`src/hdl/bpc_pkg.sv`:
```
`timescale 1ns / 1ps
`default_nettype none
package bpc_pkg;

	localparam int DUTY_BITS_DEF        = 10;
	localparam int PRESS_COUNT_BITS_DEF = 16;
	localparam int DIM_COUNT_BITS_DEF   = 24;

	localparam int DEB_W   = 8;
	localparam int PRESS_W = 16;
	localparam int DIM_W   = 24;
	localparam int CFG_IDX_W  = 3;
	localparam int CFG_DATA_W = 24;
	localparam int IN_W    = 8;

	localparam logic [DEB_W-1:0]   DEBOUNCE_RST   = 8'd20;
	localparam logic [PRESS_W-1:0] LONG_RST       = 16'd1000;
	localparam logic [PRESS_W-1:0] XLONG_RST      = 16'd5000;
	localparam logic [DIM_W-1:0]   DIM_HALF_RST   = 24'd30000;
	localparam logic [DIM_W-1:0]   DIM_QUART_RST  = 24'd30000;
	localparam logic [DIM_W-1:0]   DIM_OFF_RST    = 24'd60000;

	typedef enum logic [CFG_IDX_W-1:0] {
		REG_DEBOUNCE  = 3'd0,
		REG_LONG      = 3'd1,
		REG_XLONG     = 3'd2,
		REG_DIM_HALF  = 3'd3,
		REG_DIM_QUART = 3'd4,
		REG_DIM_OFF   = 3'd5
	} reg_idx_t;

	typedef enum logic [1:0] {
		EV_NONE       = 2'd0,
		EV_SHORT      = 2'd1,
		EV_LONG       = 2'd2,
		EV_EXTRA_LONG = 2'd3
	} event_t;

	typedef enum logic [1:0] {
		DIM_FULL    = 2'd0,
		DIM_HALF    = 2'd1,
		DIM_QUARTER = 2'd2,
		DIM_OFF     = 2'd3
	} dim_stage_t;

	typedef struct packed {
		logic [DEB_W-1:0]   debounce_ticks;
		logic [PRESS_W-1:0] long_press_ticks;
		logic [PRESS_W-1:0] extra_long_press_ticks;
		logic [DIM_W-1:0]   dim_half_ticks;
		logic [DIM_W-1:0]   dim_quarter_ticks;
		logic [DIM_W-1:0]   dim_off_ticks;
	} cfg_t;

endpackage
`default_nettype wire

```
`src/hdl/bpc_button.sv`:
```
`timescale 1ns / 1ps
`default_nettype none
module bpc_button import bpc_pkg::*; #(
	parameter int PRESS_COUNT_BITS = PRESS_COUNT_BITS_DEF,
	parameter bit IS_LINK          = 1'b0
) (
	input  wire logic   clk,
	input  wire logic   arst_n,
	input  wire logic   en,
	input  wire logic   level,
	input  wire cfg_t   cfg,
	input  wire logic   was_full,
	output event_t      ev,
	output logic        released
);

	localparam int CW = (PRESS_COUNT_BITS > PRESS_W) ? PRESS_COUNT_BITS : PRESS_W;

	logic                        last_level_q;
	logic [DEB_W-1:0]            deb_cnt_q;
	logic [PRESS_COUNT_BITS-1:0] press_len_q;
	logic                        press_seen_q;

	logic                        last_level_d;
	logic [DEB_W-1:0]            deb_cnt_d;
	logic [DEB_W-1:0]            deb_dec;
	logic [PRESS_COUNT_BITS-1:0] press_len_d;
	logic [PRESS_COUNT_BITS-1:0] press_len_inc;
	logic                        press_seen_d;
	event_t                      cls;

	always_comb begin
		press_len_inc = press_len_q;
		if (press_seen_q && (press_len_q != '1))
			press_len_inc = press_len_q + PRESS_COUNT_BITS'(1);
		deb_dec = deb_cnt_q - DEB_W'(1);

		// release with no recorded press still counts as short
		cls = EV_SHORT;
		if (press_seen_q) begin
			priority if (IS_LINK && (CW'(press_len_inc) >= CW'(cfg.extra_long_press_ticks)))
				cls = EV_EXTRA_LONG;
			else if (CW'(press_len_inc) >= CW'(cfg.long_press_ticks))
				cls = EV_LONG;
			else
				cls = EV_SHORT;
		end
	end

	always_comb begin
		last_level_d = level;
		deb_cnt_d    = deb_cnt_q;
		press_len_d  = press_len_inc;
		press_seen_d = press_seen_q;
		ev           = EV_NONE;
		released     = 1'b0;
		if (deb_cnt_q != '0) begin
			deb_cnt_d = deb_dec;
			if (deb_dec == '0) begin
				press_len_d = '0;
				if (!level) begin
					press_seen_d = 1'b1;
				end else begin
					press_seen_d = 1'b0;
					released     = 1'b1;
					if (was_full)
						ev = cls;
				end
			end
		end else if (level != last_level_q) begin
			deb_cnt_d = (cfg.debounce_ticks == '0) ? DEB_W'(1) : cfg.debounce_ticks;
		end
	end

	always_ff @(posedge clk or negedge arst_n) begin
		if (!arst_n) begin
			last_level_q <= 1'b1;
			deb_cnt_q    <= '0;
			press_len_q  <= '0;
			press_seen_q <= 1'b0;
		end else if (en) begin
			last_level_q <= last_level_d;
			deb_cnt_q    <= deb_cnt_d;
			press_len_q  <= press_len_d;
			press_seen_q <= press_seen_d;
		end
	end

endmodule
`default_nettype wire

```
`src/hdl/bpc_dimmer.sv`:
```
`timescale 1ns / 1ps
`default_nettype none
module bpc_dimmer import bpc_pkg::*; #(
	parameter int DUTY_BITS      = DUTY_BITS_DEF,
	parameter int DIM_COUNT_BITS = DIM_COUNT_BITS_DEF
) (
	input  wire logic          clk,
	input  wire logic          arst_n,
	input  wire logic          en,
	input  wire logic          release_any,
	input  wire cfg_t          cfg,
	output logic               was_full,
	output logic [DUTY_BITS-1:0] duty,
	output logic               full_nxt
);

	localparam int CW = (DIM_COUNT_BITS > DIM_W) ? DIM_COUNT_BITS : DIM_W;

	dim_stage_t                stage_q, stage_d;
	logic [DIM_COUNT_BITS-1:0] cnt_q, cnt_d, cnt_inc;
	logic [DIM_W-1:0]          limit;

	assign was_full = (stage_q == DIM_FULL);

	always_comb begin
		unique case (stage_q)
			DIM_FULL:    limit = cfg.dim_half_ticks;
			DIM_HALF:    limit = cfg.dim_quarter_ticks;
			DIM_QUARTER: limit = cfg.dim_off_ticks;
			default:     limit = '0;
		endcase
		cnt_inc = (cnt_q == '1) ? cnt_q : cnt_q + DIM_COUNT_BITS'(1);
	end

	// next state
	always_comb begin
		stage_d = stage_q;
		cnt_d   = cnt_inc;
		priority if (release_any) begin
			stage_d = DIM_FULL;
			cnt_d   = '0;
		end else if (stage_q == DIM_OFF) begin
			cnt_d = '0;
		end else if (CW'(cnt_inc) >= CW'(limit)) begin
			stage_d = dim_stage_t'(stage_q + 2'd1);
			cnt_d   = '0;
		end else begin
			stage_d = stage_q;
			cnt_d   = cnt_inc;
		end
	end

	// outputs, taken from the stage after this tick
	always_comb begin
		full_nxt = (stage_d == DIM_FULL);
		unique case (stage_d)
			DIM_FULL:    duty = '1;
			DIM_HALF:    duty = DUTY_BITS'(1) << (DUTY_BITS - 1);
			DIM_QUARTER: duty = DUTY_BITS'(1) << (DUTY_BITS - 2);
			default:     duty = '0;
		endcase
	end

	always_ff @(posedge clk or negedge arst_n) begin
		if (!arst_n) begin
			stage_q <= DIM_FULL;
			cnt_q   <= '0;
		end else if (en) begin
			stage_q <= stage_d;
			cnt_q   <= cnt_d;
		end
	end

endmodule
`default_nettype wire

```
`src/hdl/bpc_cfg.sv`:
```
`timescale 1ns / 1ps
`default_nettype none
module bpc_cfg import bpc_pkg::*; (
	input  wire logic                  clk,
	input  wire logic                  arst_n,
	input  wire logic                  wr,
	input  wire logic [CFG_IDX_W-1:0]  idx,
	input  wire logic [CFG_DATA_W-1:0] data,
	output cfg_t                       cfg
);

	cfg_t cfg_q;

	assign cfg = cfg_q;

	always_ff @(posedge clk or negedge arst_n) begin
		if (!arst_n) begin
			cfg_q.debounce_ticks         <= DEBOUNCE_RST;
			cfg_q.long_press_ticks       <= LONG_RST;
			cfg_q.extra_long_press_ticks <= XLONG_RST;
			cfg_q.dim_half_ticks         <= DIM_HALF_RST;
			cfg_q.dim_quarter_ticks      <= DIM_QUART_RST;
			cfg_q.dim_off_ticks          <= DIM_OFF_RST;
		end else if (wr) begin
			unique case (idx)
				REG_DEBOUNCE:  cfg_q.debounce_ticks         <= data[DEB_W-1:0];
				REG_LONG:      cfg_q.long_press_ticks       <= data[PRESS_W-1:0];
				REG_XLONG:     cfg_q.extra_long_press_ticks <= data[PRESS_W-1:0];
				REG_DIM_HALF:  cfg_q.dim_half_ticks         <= data[DIM_W-1:0];
				REG_DIM_QUART: cfg_q.dim_quarter_ticks      <= data[DIM_W-1:0];
				REG_DIM_OFF:   cfg_q.dim_off_ticks          <= data[DIM_W-1:0];
				default: ;
			endcase
		end
	end

endmodule
`default_nettype wire

```
`src/hdl/button_press_classifier_with_dimmer.sv`:
```
`timescale 1ns / 1ps
// a result is registered and valid in the cycle after its input transaction
// throughput: one tick per cycle unless stalled; button and dimmer state update
// in the same cycle as the transaction; the result lands in one output register
// reset: arst_n clears all button and dimmer state, loads register defaults
// and empties the output register
`default_nettype none
module button_press_classifier_with_dimmer import bpc_pkg::*; #(
	parameter int DUTY_BITS        = DUTY_BITS_DEF,
	parameter int PRESS_COUNT_BITS = PRESS_COUNT_BITS_DEF,
	parameter int DIM_COUNT_BITS   = DIM_COUNT_BITS_DEF,
	localparam int OUT_W = ((6 + DUTY_BITS + 1 + 7) / 8) * 8
) (
	input  wire logic                  clk,
	input  wire logic                  arst_n,
	input  wire logic                  s_tvalid,
	output logic                       s_tready,
	input  wire logic [IN_W-1:0]       s_tdata,  // next_level, prev_level, link_level
	output logic                       m_tvalid,
	input  wire logic                  m_tready,
	// next_event[1:0], prev_event, link_event, backlight_duty, at_full_brightness
	output logic [OUT_W-1:0]           m_tdata,
	input  wire logic                  cfg_valid,
	output logic                       cfg_ready,
	input  wire logic [CFG_IDX_W-1:0]  cfg_index,
	input  wire logic [CFG_DATA_W-1:0] cfg_data
);

	cfg_t                 cfg;
	logic                 acc;
	logic                 was_full;
	logic                 full_nxt;
	logic [DUTY_BITS-1:0] duty_nxt;
	event_t               ev [3];
	logic [2:0]           rel;

	logic                 m_valid_q;
	event_t               next_ev_q, prev_ev_q, link_ev_q;
	logic [DUTY_BITS-1:0] duty_q;
	logic                 full_q;

	assign cfg_ready = 1'b1;
	assign s_tready  = !m_valid_q || m_tready;
	assign acc       = s_tvalid && s_tready;

	bpc_cfg u_cfg (
		.clk    (clk),
		.arst_n (arst_n),
		.wr     (cfg_valid),
		.idx    (cfg_index),
		.data   (cfg_data),
		.cfg    (cfg)
	);

	for (genvar b = 0; b < 3; b++) begin : g_btn
		bpc_button #(
			.PRESS_COUNT_BITS (PRESS_COUNT_BITS),
			.IS_LINK          (b == 2)
		) u_btn (
			.clk      (clk),
			.arst_n   (arst_n),
			.en       (acc),
			.level    (s_tdata[b]),
			.cfg      (cfg),
			.was_full (was_full),
			.ev       (ev[b]),
			.released (rel[b])
		);
	end

	bpc_dimmer #(
		.DUTY_BITS      (DUTY_BITS),
		.DIM_COUNT_BITS (DIM_COUNT_BITS)
	) u_dim (
		.clk         (clk),
		.arst_n      (arst_n),
		.en          (acc),
		.release_any (|rel),
		.cfg         (cfg),
		.was_full    (was_full),
		.duty        (duty_nxt),
		.full_nxt    (full_nxt)
	);

	always_ff @(posedge clk or negedge arst_n) begin
		if (!arst_n)
			m_valid_q <= 1'b0;
		else if (acc)
			m_valid_q <= 1'b1;
		else if (m_tready)
			m_valid_q <= 1'b0;
	end

	always_ff @(posedge clk) begin
		if (acc) begin
			next_ev_q <= ev[0];
			prev_ev_q <= ev[1];
			link_ev_q <= ev[2];
			duty_q    <= duty_nxt;
			full_q    <= full_nxt;
		end
	end

	assign m_tvalid = m_valid_q;
	assign m_tdata  = OUT_W'({full_q, duty_q, link_ev_q, prev_ev_q, next_ev_q});

	// at full brightness exactly when the duty is all ones
	a_full_duty: assert property (@(posedge clk) disable iff (!arst_n)
		m_valid_q |-> (full_q == (duty_q == '1)))
		else $error("brightness flag and duty disagree");

	// any reported event comes with a release, which restores full brightness
	a_event_full: assert property (@(posedge clk) disable iff (!arst_n)
		(m_valid_q && ((next_ev_q != EV_NONE) || (prev_ev_q != EV_NONE) ||
			(link_ev_q != EV_NONE))) |-> full_q)
		else $error("event reported while not at full brightness");

	// only the link button classifies extra long
	a_no_xlong: assert property (@(posedge clk) disable iff (!arst_n)
		m_valid_q |-> ((next_ev_q != EV_EXTRA_LONG) && (prev_ev_q != EV_EXTRA_LONG)))
		else $error("extra long event on a non-link button");

	// an empty output register never stalls the input side
	a_ready: assert property (@(posedge clk) disable iff (!arst_n)
		!m_valid_q |-> s_tready)
		else $error("input stalled with empty output register");

endmodule
`default_nettype wire

```
`config.mk`:
```
export PLATFORM = sky130hd
export DESIGN_NAME = button_press_classifier_with_dimmer
export DESIGN_NICKNAME = d
export VERILOG_FILES = /design/src/hdl/bpc_pkg.sv /design/src/hdl/bpc_button.sv /design/src/hdl/bpc_dimmer.sv /design/src/hdl/bpc_cfg.sv /design/src/hdl/button_press_classifier_with_dimmer.sv
export SDC_FILE = /design/constraint.sdc
export NUM_CORES = 1
export LEC_CHECK = 0
export ABC_CLOCK_PERIOD_IN_PS = 8900
export BUFFER_PORTS_ARGS = -buffer_cell sky130_fd_sc_hd__buf_2
export CORE_MARGIN = 2
export CORE_UTILIZATION = 60
export CTS_CLUSTER_SIZE = 16
export DETAILED_ROUTE_END_ITERATION = 12
export GPL_TIMING_DRIVEN = 0
export PLACE_DENSITY = 0.75
export SLEW_MARGIN = 20
export SYNTH_ARGS = -nofsm -noshare
export SYNTH_HDL_FRONTEND = slang
export SYNTH_SLANG_ARGS = --single-unit
```
`constraint.sdc`:
```
create_clock -name clk -period 8.9 [get_ports clk]
set_clock_uncertainty 0.15 [all_clocks]
set_input_delay 1.335 -clock clk [delete_from_list [all_inputs] [get_ports clk]]
set_output_delay 1.335 -clock clk [all_outputs]
set_load 0.01 [all_outputs]
```
==> out/metrics.yaml, run 1 <==
status: "completed"
hp-start: "g_btn[1].u_btn.last_level_q"
grt_max_degree: 79
clock_power_share_pct: 25.1
cts_resized: 0
finalHoldViolCount: 0
fin_ws_ps: 3788
internal_power_mw: 2.598
grt.total_usage_pct: 30.07
viasPerCell: 6.237
initial_utilization_pct: 61.18
synthFlopType: "dfrtp_1"
drc: 0
ys_warn_count: 0
hp-class: "reg2reg"
r2r_start: "u_dim.stage_q[0]"
drtIter0Drc: 1142
drt-wirelength-per-cell_microns: 19.61
die_w_microns: 155.9
ys_ff_latch: 226
synth_seq_area_share_pct: 41.49
p_leak_nw: 6.929
setup_tns_ps: 0
post-route-period-util_pct: 57.44
synth.distinct_cells: 74
whs_ps: 312.6
hold_buffers: 0
fillers: 1784
r2r_cells: 15
p_comb_share_pct: 37.6
worstHoldEndpoint: "g_btn[1].u_btn.last_level_q"
relSlewSlack_pct: 38.95
power_switching_share_pct: 37.28
crit_fanout: 10
finalNetCount: 1676
io_buffers: 52
place_congestion: 0.9166
root_buffer: "clkbuf_16"
min_period_ps: 5112
grt_pass1_wl_mm: 57.84
die_h_microns: 155.9
r2r_setup_slack_ps: 3790
die_area_sq_um: 24320
routed_wirelength_mm: 36.02
critPathKind: "reg2reg"
clockBufferDepth: 3
cts_tree: "done"
r2r_end: "u_dim.cnt_q[6]"
avgSynthCellArea_sq_um: 9.580
worst_slew_pin_slew_ps: 915.7
gr-total-overflow: 0
ff_latch_area_sq_um: 5747
rows: 55
numCtsBuffers: 25
grt_antenna_before_repair: 0
multi_input_area_sq_um: 7511
fmax_mhz: 195.6
grt_pass1_vias: 11080
antenna_cells: 0
io_pins: 67
drv_cap: 0
cts.sinks: 226
area_growth_pct: 11.13
endpoint_kind: "flip-flop"
drt-pass1-iter-count: 9
cp_data_arrival_time_ps: 5430
postCtsSetupRepairBufs: 0
setup_viol: 0
pre_cts_ws_ps: 3529
vias: 11460
grt_setup_unrepaired: "no"
worstPathRequired_ps: 9220
report.final.slew_viol_count: 0
coreArea_sq_um: 22640
ys_async_sr_fraction_pct: 96.02
synth_cells: 1446
syn_area_sq_um: 13850
layout-drive-gt1-share_pct: 19.01
hold_depth: 2
clk_latency_ps: 550
seq_power_share_pct: 37.3
htreeDepth: 1
cp-start-kind: "flip-flop"
vdd_drop_max_v: 0.0001879
post-dp-hpwl_mm: 26.30
synth-edff-count: 9
path_clk_slew_ps: 60
ant_nets: 0
power_density_nw_per_um2: 269.1
power.switching_mw: 1.544
-- how the worst max path moves through the flow --
stage	startpoint	endpoint	slack, ps	cells after the start
detailed placement	u_dim.stage_q[0]	u_dim.cnt_q[0]	3530	15
global placement	arst_n	u_cfg.cfg[44]	2570	1
floorplan	u_dim.cnt_q[7]	u_dim.cnt_q[21]	4720	18
global route	u_dim.stage_q[0]	u_dim.cnt_q[6]	3430	15
finish	u_dim.stage_q[0]	u_dim.cnt_q[6]	3790	15
CTS	u_dim.stage_q[0]	u_dim.cnt_q[6]	3520	15
-- synthesized netlist by cell type (all sizes together) (24+ instances only) --
| master | n | share of area, % |
|---|---|---|
| nand2 | 175 | 4.8 |
| nor3 | 34 | 1.3 |
| clkbuf | 59 | 1.6 |
| a21oi | 50 | 1.8 |
| buf | 27 | 1.4 |
| o21ai | 126 | 4.6 |
| dfstp | 37 | 7.0 |
| mux2 | 94 | 7.6 |
| a222oi | 24 | 1.7 |
| ha | 103 | 9.3 |
| xnor2 | 33 | 2.1 |
| dfrtp | 180 | 33 |
| xor2 | 33 | 2.1 |
| nand4 | 31 | 1.4 |
| nor2 | 69 | 1.9 |
| or2 | 29 | 1.3 |
| inv | 59 | 1.6 |
| nand3 | 45 | 1.7 |
-- routing by layer --
metal  part of all wire (%)  GRT usage [%]  vias to the layer above
li1                       -              -                     5386
met1                     42          40.61                     5532
met2                     46          48.10                      445
met3                    7.6          5.056                       95
met4                    4.2          13.02                        0
met5                      0              0                        -
-- logic make-up (layout without fill, tap and decap cells) --
family	after synthesis	count (layout)	synth area share (%)
flip-flops	226	226	41.49
multiplexers	96	96	7.786
AO/OA/AOI/OAI	333	333	15.54
buffers and inverters	145	245	4.561
adder cells (fa/ha/maj)	103	103	9.304
AND/OR/NAND/NOR	475	475	17.10
other	2	8	0.05422
XOR/XNOR	66	66	4.173
-- metrics by stage --
stage / area (sq um) / total power [mW] / std cells / utilization (%)
6_report: 15390 / 4.143 / 1837 / 67.99
5_1_grt: 15390 / 4.431 / 1837 / 67.99
4_1_cts: 15380 / 4.142 / 1837 / 67.95
3_5_place_dp: 14560 / 3.096 / 1791 / 64.32
3_3_place_gp: 14490 / 3.029 / 1789 / 64.01
2_1_floorplan: 13870 / 2.639 / 1452 / -
-- layout by cell type, fill, tap and decap left out, drive strengths merged, types with 34 or more instances in the layout --
cell,instances
o21ai,126
dfstp,37
ha,103
inv,60
nand3,45
nor2,69
clkbuf,97
buf,81
nand2,175
nor3,34
mux2,94
a21oi,50
dfrtp,180
-- worst max-delay path, stage by stage, from the launching register on --
cell	delay, ps
dfrtp_1	450
inv_1	140
ha_1	250
clkbuf_1	420
buf_1	650
a222oi_1	220
or2_2	340
ha_1	290
a211oi_1	230
o21ai_0	120
a21oi_1	220
o211ai_1	190
nor3_2	540
clkbuf_1	470
a31oi_1	160
o22ai_1	170
-- sequential cells by signal, summed over array words and instances (netlist names) --
register                  cells
u_cfg.cfg                   112
g_btn.u_btn.press_len_q      48
g_btn.u_btn.deb_cnt_q        24
u_dim.cnt_q                  24
duty_q                        3
g_btn.u_btn.last_level_q      3
g_btn.u_btn.press_seen_q      3
link_ev_q                     2
next_ev_q                     2
prev_ev_q                     2
u_dim.stage_q                 2
m_tvalid                      1
-- cell type report --
type | count | area share [%]
flip-flops and latches | 226 | 37.33
inverters | 59 | 1.439
clock buffers | 38 | 4.771
repair buffers | 54 | 2.113
plain buffers | 86 | 2.674
well taps | 285 | 2.317
clock inverters | 8 | 0.5608
multi-input cells | 1081 | 48.79
-- power groups by stage --
stage	Clock (mW)	Sequential, mW	Combinational (mW)
after CTS	1.05	1.54	1.55
final	1.04	1.55	1.56
after global placement	0	1.54	1.49
after global routing	1.09	1.58	1.76
after detailed placement	0	1.55	1.54
after floorplan	0	1.50	1.14
Note: power is estimated with default switching activity, not from simulation.
==> run 2: changes to the inputs <==
--- a/config.mk
+++ b/config.mk
@@ -5,14 +5,14 @@
 export SDC_FILE = /design/constraint.sdc
 export NUM_CORES = 1
 export LEC_CHECK = 0
-export ABC_CLOCK_PERIOD_IN_PS = 8900
+export ABC_CLOCK_PERIOD_IN_PS = 4700
 export BUFFER_PORTS_ARGS = -buffer_cell sky130_fd_sc_hd__buf_2
 export CORE_MARGIN = 2
-export CORE_UTILIZATION = 60
+export CORE_UTILIZATION = 56
 export CTS_CLUSTER_SIZE = 16
 export DETAILED_ROUTE_END_ITERATION = 12
 export GPL_TIMING_DRIVEN = 0
-export PLACE_DENSITY = 0.75
+export PLACE_DENSITY = 0.74
 export SLEW_MARGIN = 20
 export SYNTH_ARGS = -nofsm -noshare
 export SYNTH_HDL_FRONTEND = slang
==> constraint.sdc (replaced) <==
create_clock -name clk -period 4.7 [get_ports clk]
set_clock_uncertainty 0.15 [all_clocks]
set_input_delay 0.705 -clock clk [delete_from_list [all_inputs] [get_ports clk]]
set_output_delay 0.705 -clock clk [all_outputs]
set_load 0.01 [all_outputs]
==> run 2 against run 1 <==
  * Total power increased by 93%
  * Sequential power increased by 89%
  * Combinational power increased by 96%
  * Global-route usage decreased by 2.4 points
  * Clock power increased by 92%
  * Worst hold slack got worse by 71 ps
  * Fmax increased by 15%
  * Count of clock-buffer cells in the layout decreased by 4
==> out/metrics.yaml, run 2 (synthesis gave the netlist of run 1 again) <==
layout-drive-gt1-share_pct: 19.64  # was 19.01%
fin_ws_ps: 247.9  # was 3788 ps
fin_area_sq_um: 15520  # was 15390 sq um
path_clk_slew_ps: 60  # about the same
critPathMaxStageDelay_ps: 570  # was 650 ps
routed_wirelength_mm: 35.96  # was 36.02 mm
hp-class: "in2reg"  # was reg2reg
area_growth_pct: 12.02  # was 11.13%
p_total_mw: 7.990  # was 4.143 mW
crit_fanout: 10  # unchanged
vias: 11390  # was 11460
vdd_drop_max_v: 0.0003985  # was 0.0001879 V
pre_cts_ws_ps: -741.9  # was 3529 ps
drc: 0  # unchanged
post-route-period-util_pct: 94.73  # was 57.44%
worstPathRequired_ps: 5000  # was 9220 ps
numCtsBuffers: 25  # unchanged
post_dp_cell_area_sq_um: 14610  # was 14560 sq um
drt-wirelength-per-cell_microns: 19.11  # was 19.61 microns
worst_slew_pin_slew_ps: 1096  # was 915.7 ps
grt_max_degree: 95  # was 79
ant_nets: 0  # unchanged
relSlewSlack_pct: 26.80  # was 38.95%
finalNetCount: 1682  # was 1676
seq_power_share_pct: 36.7  # was 37.3%
power.switching_mw: 2.978  # was 1.544 mW
internal_power_mw: 5.012  # was 2.598 mW
largest_reg_flops: 112  # unchanged
cp_data_arrival_time_ps: 4760  # was 5430 ps
rows: 57  # was 55
drtIter0Drc: 880  # was 1142
finalHoldViolCount: 0  # unchanged
multi_input_area_sq_um: 7518  # was 7511 sq um
htreeDepth: 1  # unchanged
critPathKind: "reg2reg"  # unchanged
cp_top_family: "simple AND/OR/NAND/NOR gates"  # was buffers and inverters
grt.total_usage_pct: 27.64  # was 30.07%
io_buffers: 52  # unchanged
clockBufferDepth: 3  # unchanged
clock_power_share_pct: 25.1  # about the same
die_h_microns: 161.3  # was 155.9 microns
ff_latch_area_sq_um: 5747  # unchanged
grt_pass1_wl_mm: 57.34  # was 57.84 mm
place_congestion: 0.8957  # was 0.9166
die_area_sq_um: 26010  # was 24320 sq um
grt_antenna_before_repair: 0  # unchanged
fillers: 1966  # was 1784
viasPerCell: 6.054  # was 6.237
drv_cap: 0  # unchanged
whs_ps: 241.5  # was 312.6 ps
power_switching_share_pct: 37.27  # was 37.28%
cp_slowest_cell: "or4b_1"  # was buf_1
p_comb_share_pct: 38.2  # was 37.6%
final_common_cell: "dfrtp_1"  # unchanged
cts.sinks: 226  # unchanged
min_period_ps: 4452  # was 5112 ps
initial_utilization_pct: 56.96  # was 61.18%
gr-total-overflow: 0  # unchanged
report.final.slew_viol_count: 0  # unchanged
worstPathCellList: "and4_1 -> buf_2 -> nand4_1 -> or4b_1 -> buf_2 -> nor2_2 -> nand4_1 -> nand2b_1 -> nand2_1 -> ha_1 -> nand4_1 -> nor4_2 -> a21oi_1 -> o211ai_1 -> buf_4 -> nor3_4 -> clkbuf_2 -> a31oi_1 -> o22ai_1"  # was inv_1 -> ha_1 -> clkbuf_1 -> buf_1 -> a222oi_1 -> or2_2 -> ha_1 -> a211oi_1 -> o21ai_0 -> a21oi_1 -> o211ai_1 -> nor3_2 -> clkbuf_1 -> a31oi_1 -> o22ai_1
clk_latency_ps: 540  # was 550 ps
p_leak_nw: 6.966  # was 6.929 nW
root_buffer: "clkbuf_16"  # unchanged
post-dp-hpwl_mm: 26.20  # was 26.30 mm
antenna_cells: 0  # unchanged
fmax_mhz: 224.6  # was 195.6 MHz
die_w_microns: 161.3  # was 155.9 microns
cts_tree: "done"  # unchanged
drt-pass1-iter-count: 7  # was 9
io_pins: 67  # unchanged
setup_viol: 0  # unchanged
cp-start-kind: "flip-flop"  # unchanged
grt_pass1_vias: 10760  # was 11080
endpoint_kind: "flip-flop"  # unchanged
final_cell_mix: "180 x dfrtp_1, 174 x nand2_1, 124 x o21ai_0"  # unchanged
power_density_nw_per_um2: 514.9  # was 269.1 nW/um^2
worst_path_most_repeated_cell: "nand4_1"
status: "completed"  # unchanged
crit_buf_inv: 4  # unchanged
coreArea_sq_um: 24320  # was 22640 sq um
-- run 2: cell types whose count changed in the layout (fill, tap and decap cells not counted), sizes merged --
cell / before / now
clkbuf: 97 / 93
dlygate4sd3: 0 / 1
clkinvlp: 1 / 4
buf: 81 / 86
bufinv: 1 / 2
-- run 2: area by class of cell --
type                            count  share of cell area [%]
Inverter                           59                   1.427
Tap cell                          324                   2.612
Timing Repair Buffer               60                   2.403
Multi-Input combinational cell   1081                   48.45
Buffer                             86                   2.677
Sequential cell                   226                   37.03
Clock buffer                       34                   4.572
Clock inverter                     12                  0.8224
-- run 2: power by group through the flow --
| stage | sequential, mW | clock (mW) | combinational (mW) |
|---|---|---|---|
| after global placement | 2.92 | 0 | 2.82 |
| after CTS | 2.91 | 2.02 | 2.97 |
| after floorplan | 2.83 | 0 | 2.17 |
| final | 2.93 | 2.00 | 3.06 |
| after global routing | 2.99 | 2.09 | 3.42 |
| after detailed placement | 2.94 | 0 | 2.94 |
-- run 2: final timing paths --
| kind | from | endpoint | slack [ps] | depth (start not counted) |
|---|---|---|---|---|
| hold / removal | s_tvalid | m_tvalid | 240 | 2 |
| setup reg to reg | u_dim.cnt_q[7] | u_dim.cnt_q[6] | 250 | 19 |
| setup / recovery | u_dim.cnt_q[7] | u_dim.cnt_q[6] | 250 | 19 |
| min in group asynchronous | arst_n | g_btn[0].u_btn.deb_cnt_q[5] | 480 | 2 |
| hold reg to reg | g_btn[0].u_btn.last_level_q | g_btn[0].u_btn.last_level_q | 320 | 2 |
| max in group asynchronous | arst_n | u_cfg.cfg[38] | 2760 | 4 |
-- run 2: routing by layer --
| layer | share of wire [%] | track usage, % | vias up | wire (microns) |
|---|---|---|---|---|
| met5 | 0 | 0 | - | 0 |
| met3 | 6.0 | 3.210 | 81 | 2158 |
| met4 | 3.2 | 9.700 | 0 | 1150 |
| li1 | - | - | 5428 | - |
| met2 | 46 | 44.42 | 372 | 16630 |
| met1 | 45 | 39.10 | 5513 | 16020 |
-- run 2: stage by stage --
stage / setup TNS, ps / utilization (%) / std cells
5_1_grt: -8.789 / 63.81 / 1882
4_1_cts: 0 / 63.60 / 1877
3_5_place_dp: -13230 / 60.06 / 1830
3_3_place_gp: -186350 / 59.79 / 1828
2_1_floorplan: 0 / - / 1452
6_report: 0 / 63.81 / 1882
-- run 2: timing repair --
action,4_1_cts,5_1_grt
gates cloned,0,0
endpoints found under the hold margin,34,0
setup buffers,0,5
pin swaps,0,2
gates resized for setup,3,6
hold buffers,1,0
setup endpoints to repair,24,20
==> run 3: changes to the inputs <==
--- a/config.mk
+++ b/config.mk
@@ -6,7 +6,7 @@
 export NUM_CORES = 1
 export LEC_CHECK = 0
 export ABC_CLOCK_PERIOD_IN_PS = 4700
-export BUFFER_PORTS_ARGS = -buffer_cell sky130_fd_sc_hd__buf_2
+export BUFFER_PORTS_ARGS = -buffer_cell sky130_fd_sc_hd__buf_4
 export CORE_MARGIN = 2
 export CORE_UTILIZATION = 56
 export CTS_CLUSTER_SIZE = 16
==> run 3 against run 2 <==
  * Worst hold slack got worse by 7.7 ps
  * Fmax rose by 1.1%
  * Sequential power barely moved
  * Combinational power fell by 1%
  * Via count barely moved
  * Critical path type unchanged
  * Critical endpoint is now u_dim.cnt_q[23]
  * Largest cell class unchanged
  * Largest power group unchanged
==> out/metrics.yaml, run 3 (synthesis gave the netlist of run 1 again) <==
ant_nets: 0  # unchanged
grt_setup_unrepaired: "no"
initial_utilization_pct: 56.96  # unchanged
grt_max_degree: 98  # was 95
crit_fanout: 10  # unchanged
die_w_microns: 161.3  # unchanged
critPathKind: "reg2reg"  # unchanged
fin_area_sq_um: 15730  # was 15520 sq um
post_dp_cell_area_sq_um: 14740  # was 14610 sq um
drv_cap: 0  # unchanged
root_buffer: "clkbuf_16"  # unchanged
gr-total-overflow: 0  # unchanged
die_area_sq_um: 26010  # unchanged
min_period_ps: 4404  # was 4452 ps
die_h_microns: 161.3  # unchanged
p_leak_nw: 7.064  # was 6.966 nW
grt_pass1_wl_mm: 58.64  # was 57.34 mm
place_congestion: 0.9018  # was 0.8957
power_density_nw_per_um2: 518.2  # was 514.9 nW/um^2
io_buffers: 52  # unchanged
coreArea_sq_um: 24320  # unchanged
stdcell_count: 1880  # was 1882
hp-class: "in2reg"  # unchanged
htreeDepth: 1  # unchanged
status: "completed"  # unchanged
endpoint_kind: "flip-flop"  # unchanged
placed_cells: 1830  # unchanged
drtIter0Drc: 900  # was 880
drt-pass1-iter-count: 7  # unchanged
report.final.slew_viol_count: 0  # unchanged
viasPerCell: 6.057  # was 6.054
grt_antenna_before_repair: 0  # unchanged
post-dp-hpwl_mm: 26.43  # was 26.20 mm
p_total_mw: 8.152  # was 7.990 mW
utilization_pct: 64.69  # was 63.81%
numCtsBuffers: 26  # was 25
setup_viol: 0  # unchanged
grt.total_usage_pct: 28.13  # was 27.64%
vdd_drop_max_v: 0.0004101  # was 0.0003985 V
rows: 57  # unchanged
worstPathRequired_ps: 5000  # about the same
drc: 0  # unchanged
whs_ps: 233.8  # was 241.5 ps
crit_path_start: "u_dim.cnt_q[7]"  # unchanged
drt-wirelength-per-cell_microns: 19.17  # was 19.11 microns
cp-start-kind: "flip-flop"  # unchanged
fillers: 1980  # was 1966
finalNetCount: 1679  # was 1682
antenna_cells: 0  # unchanged
post-route-period-util_pct: 93.70  # was 94.73%
path_clk_slew_ps: 60  # about the same
vias: 11390  # about the same
grt_pass1_vias: 11050  # was 10760
routed_wirelength_mm: 36.04  # was 35.96 mm
cts.sinks: 226  # unchanged
finalHoldViolCount: 0  # unchanged
cp_data_arrival_time_ps: 4710  # was 4760 ps
area_growth_pct: 13.57  # was 12.02%
io_pins: 67  # unchanged
fmax_mhz: 227.1  # was 224.6 MHz
final_cell_mix: "180 x dfrtp_1, 174 x nand2_1, 124 x o21ai_0"  # unchanged
cts_tree: "done"  # unchanged
clockBufferDepth: 3  # unchanged
layout-drive-gt1-share_pct: 19.60  # was 19.64%
final_common_cell: "dfrtp_1"  # unchanged
clk_latency_ps: 540  # about the same
worst_slew_pin_slew_ps: 956.4  # was 1096 ps
relSlewSlack_pct: 35.37  # was 26.80%
hp-start: "s_tvalid"  # unchanged
r2r_start: "u_dim.cnt_q[7]"  # unchanged
largest_reg_flops: 112  # unchanged
[run 3: worst paths after layout]
check                                              endpoint  slack (ps)  cells after the start
worst max-delay path                        u_dim.cnt_q[23]         300                     19
worst min-delay path                               m_tvalid         230                      2
worst max register to register              u_dim.cnt_q[23]         300                     19
worst min register to register  g_btn[2].u_btn.last_level_q         320                      2
max in group asynchronous                     u_cfg.cfg[61]        3110                      3
min in group asynchronous       g_btn[0].u_btn.deb_cnt_q[4]         490                      2
[run 3: worst max-delay path: stages (launching register included)]
cell      delay, ps
dfrtp_1         460
and4_1          210
buf_2           160
nand4_1         210
or4b_1          560
buf_2           170
nor2_2          140
nand4_1         160
nand2b_1        200
nand2_1          80
ha_1            240
nand4_1         120
nor4_1           80
a21oi_1         140
o211ai_1         90
buf_4           160
nor3_4          340
clkbuf_2        330
a31oi_1         130
o22ai_1         180
[run 3: final cells by class]
cell class                      instances  area (sq um)  area share (%)
Buffer                                 86         415.4           2.641
Clock buffer                           32         714.4           4.541
Clock inverter                         16         231.5           1.471
Inverter                               59         221.5           1.408
Multi-Input combinational cell       1081          7526           47.84
Sequential cell                       226          5747           36.53
Tap cell                              324         405.4           2.577
Timing Repair Buffer                   56         470.5           2.991
[run 3: power by group]
group	switching [mW]	internal (mW)
logic	1.68	1.34
clock network	0.838	1.36
registers	0.447	2.49
total	2.97	5.19
[run 3: timing repair]
action | in CTS | in global routing
pin swaps | 0 | 1
setup endpoints to repair | 24 | 14
hold buffers | 1 | 0
resized for setup | 3 | 6
setup buffers | 0 | 1
endpoints found under the hold margin | 32 | 0
[run 3: per-stage QoR]
stage,setup slack [ps],setup TNS (ps)
5_1_grt,13.01,0
4_1_cts,66.54,0
2_1_floorplan,516.6,0
3_3_place_gp,-632.2,-11490
3_5_place_dp,-709.9,-12740
6_report,295.9,0
[run 3: metal layers]
metal | track usage [%] | part of all wire (%)
met1 | 38.38 | 43
met2 | 45.77 | 47
met3 | 3.955 | 6.7
met4 | 11.00 | 3.9
met5 | 0 | 0
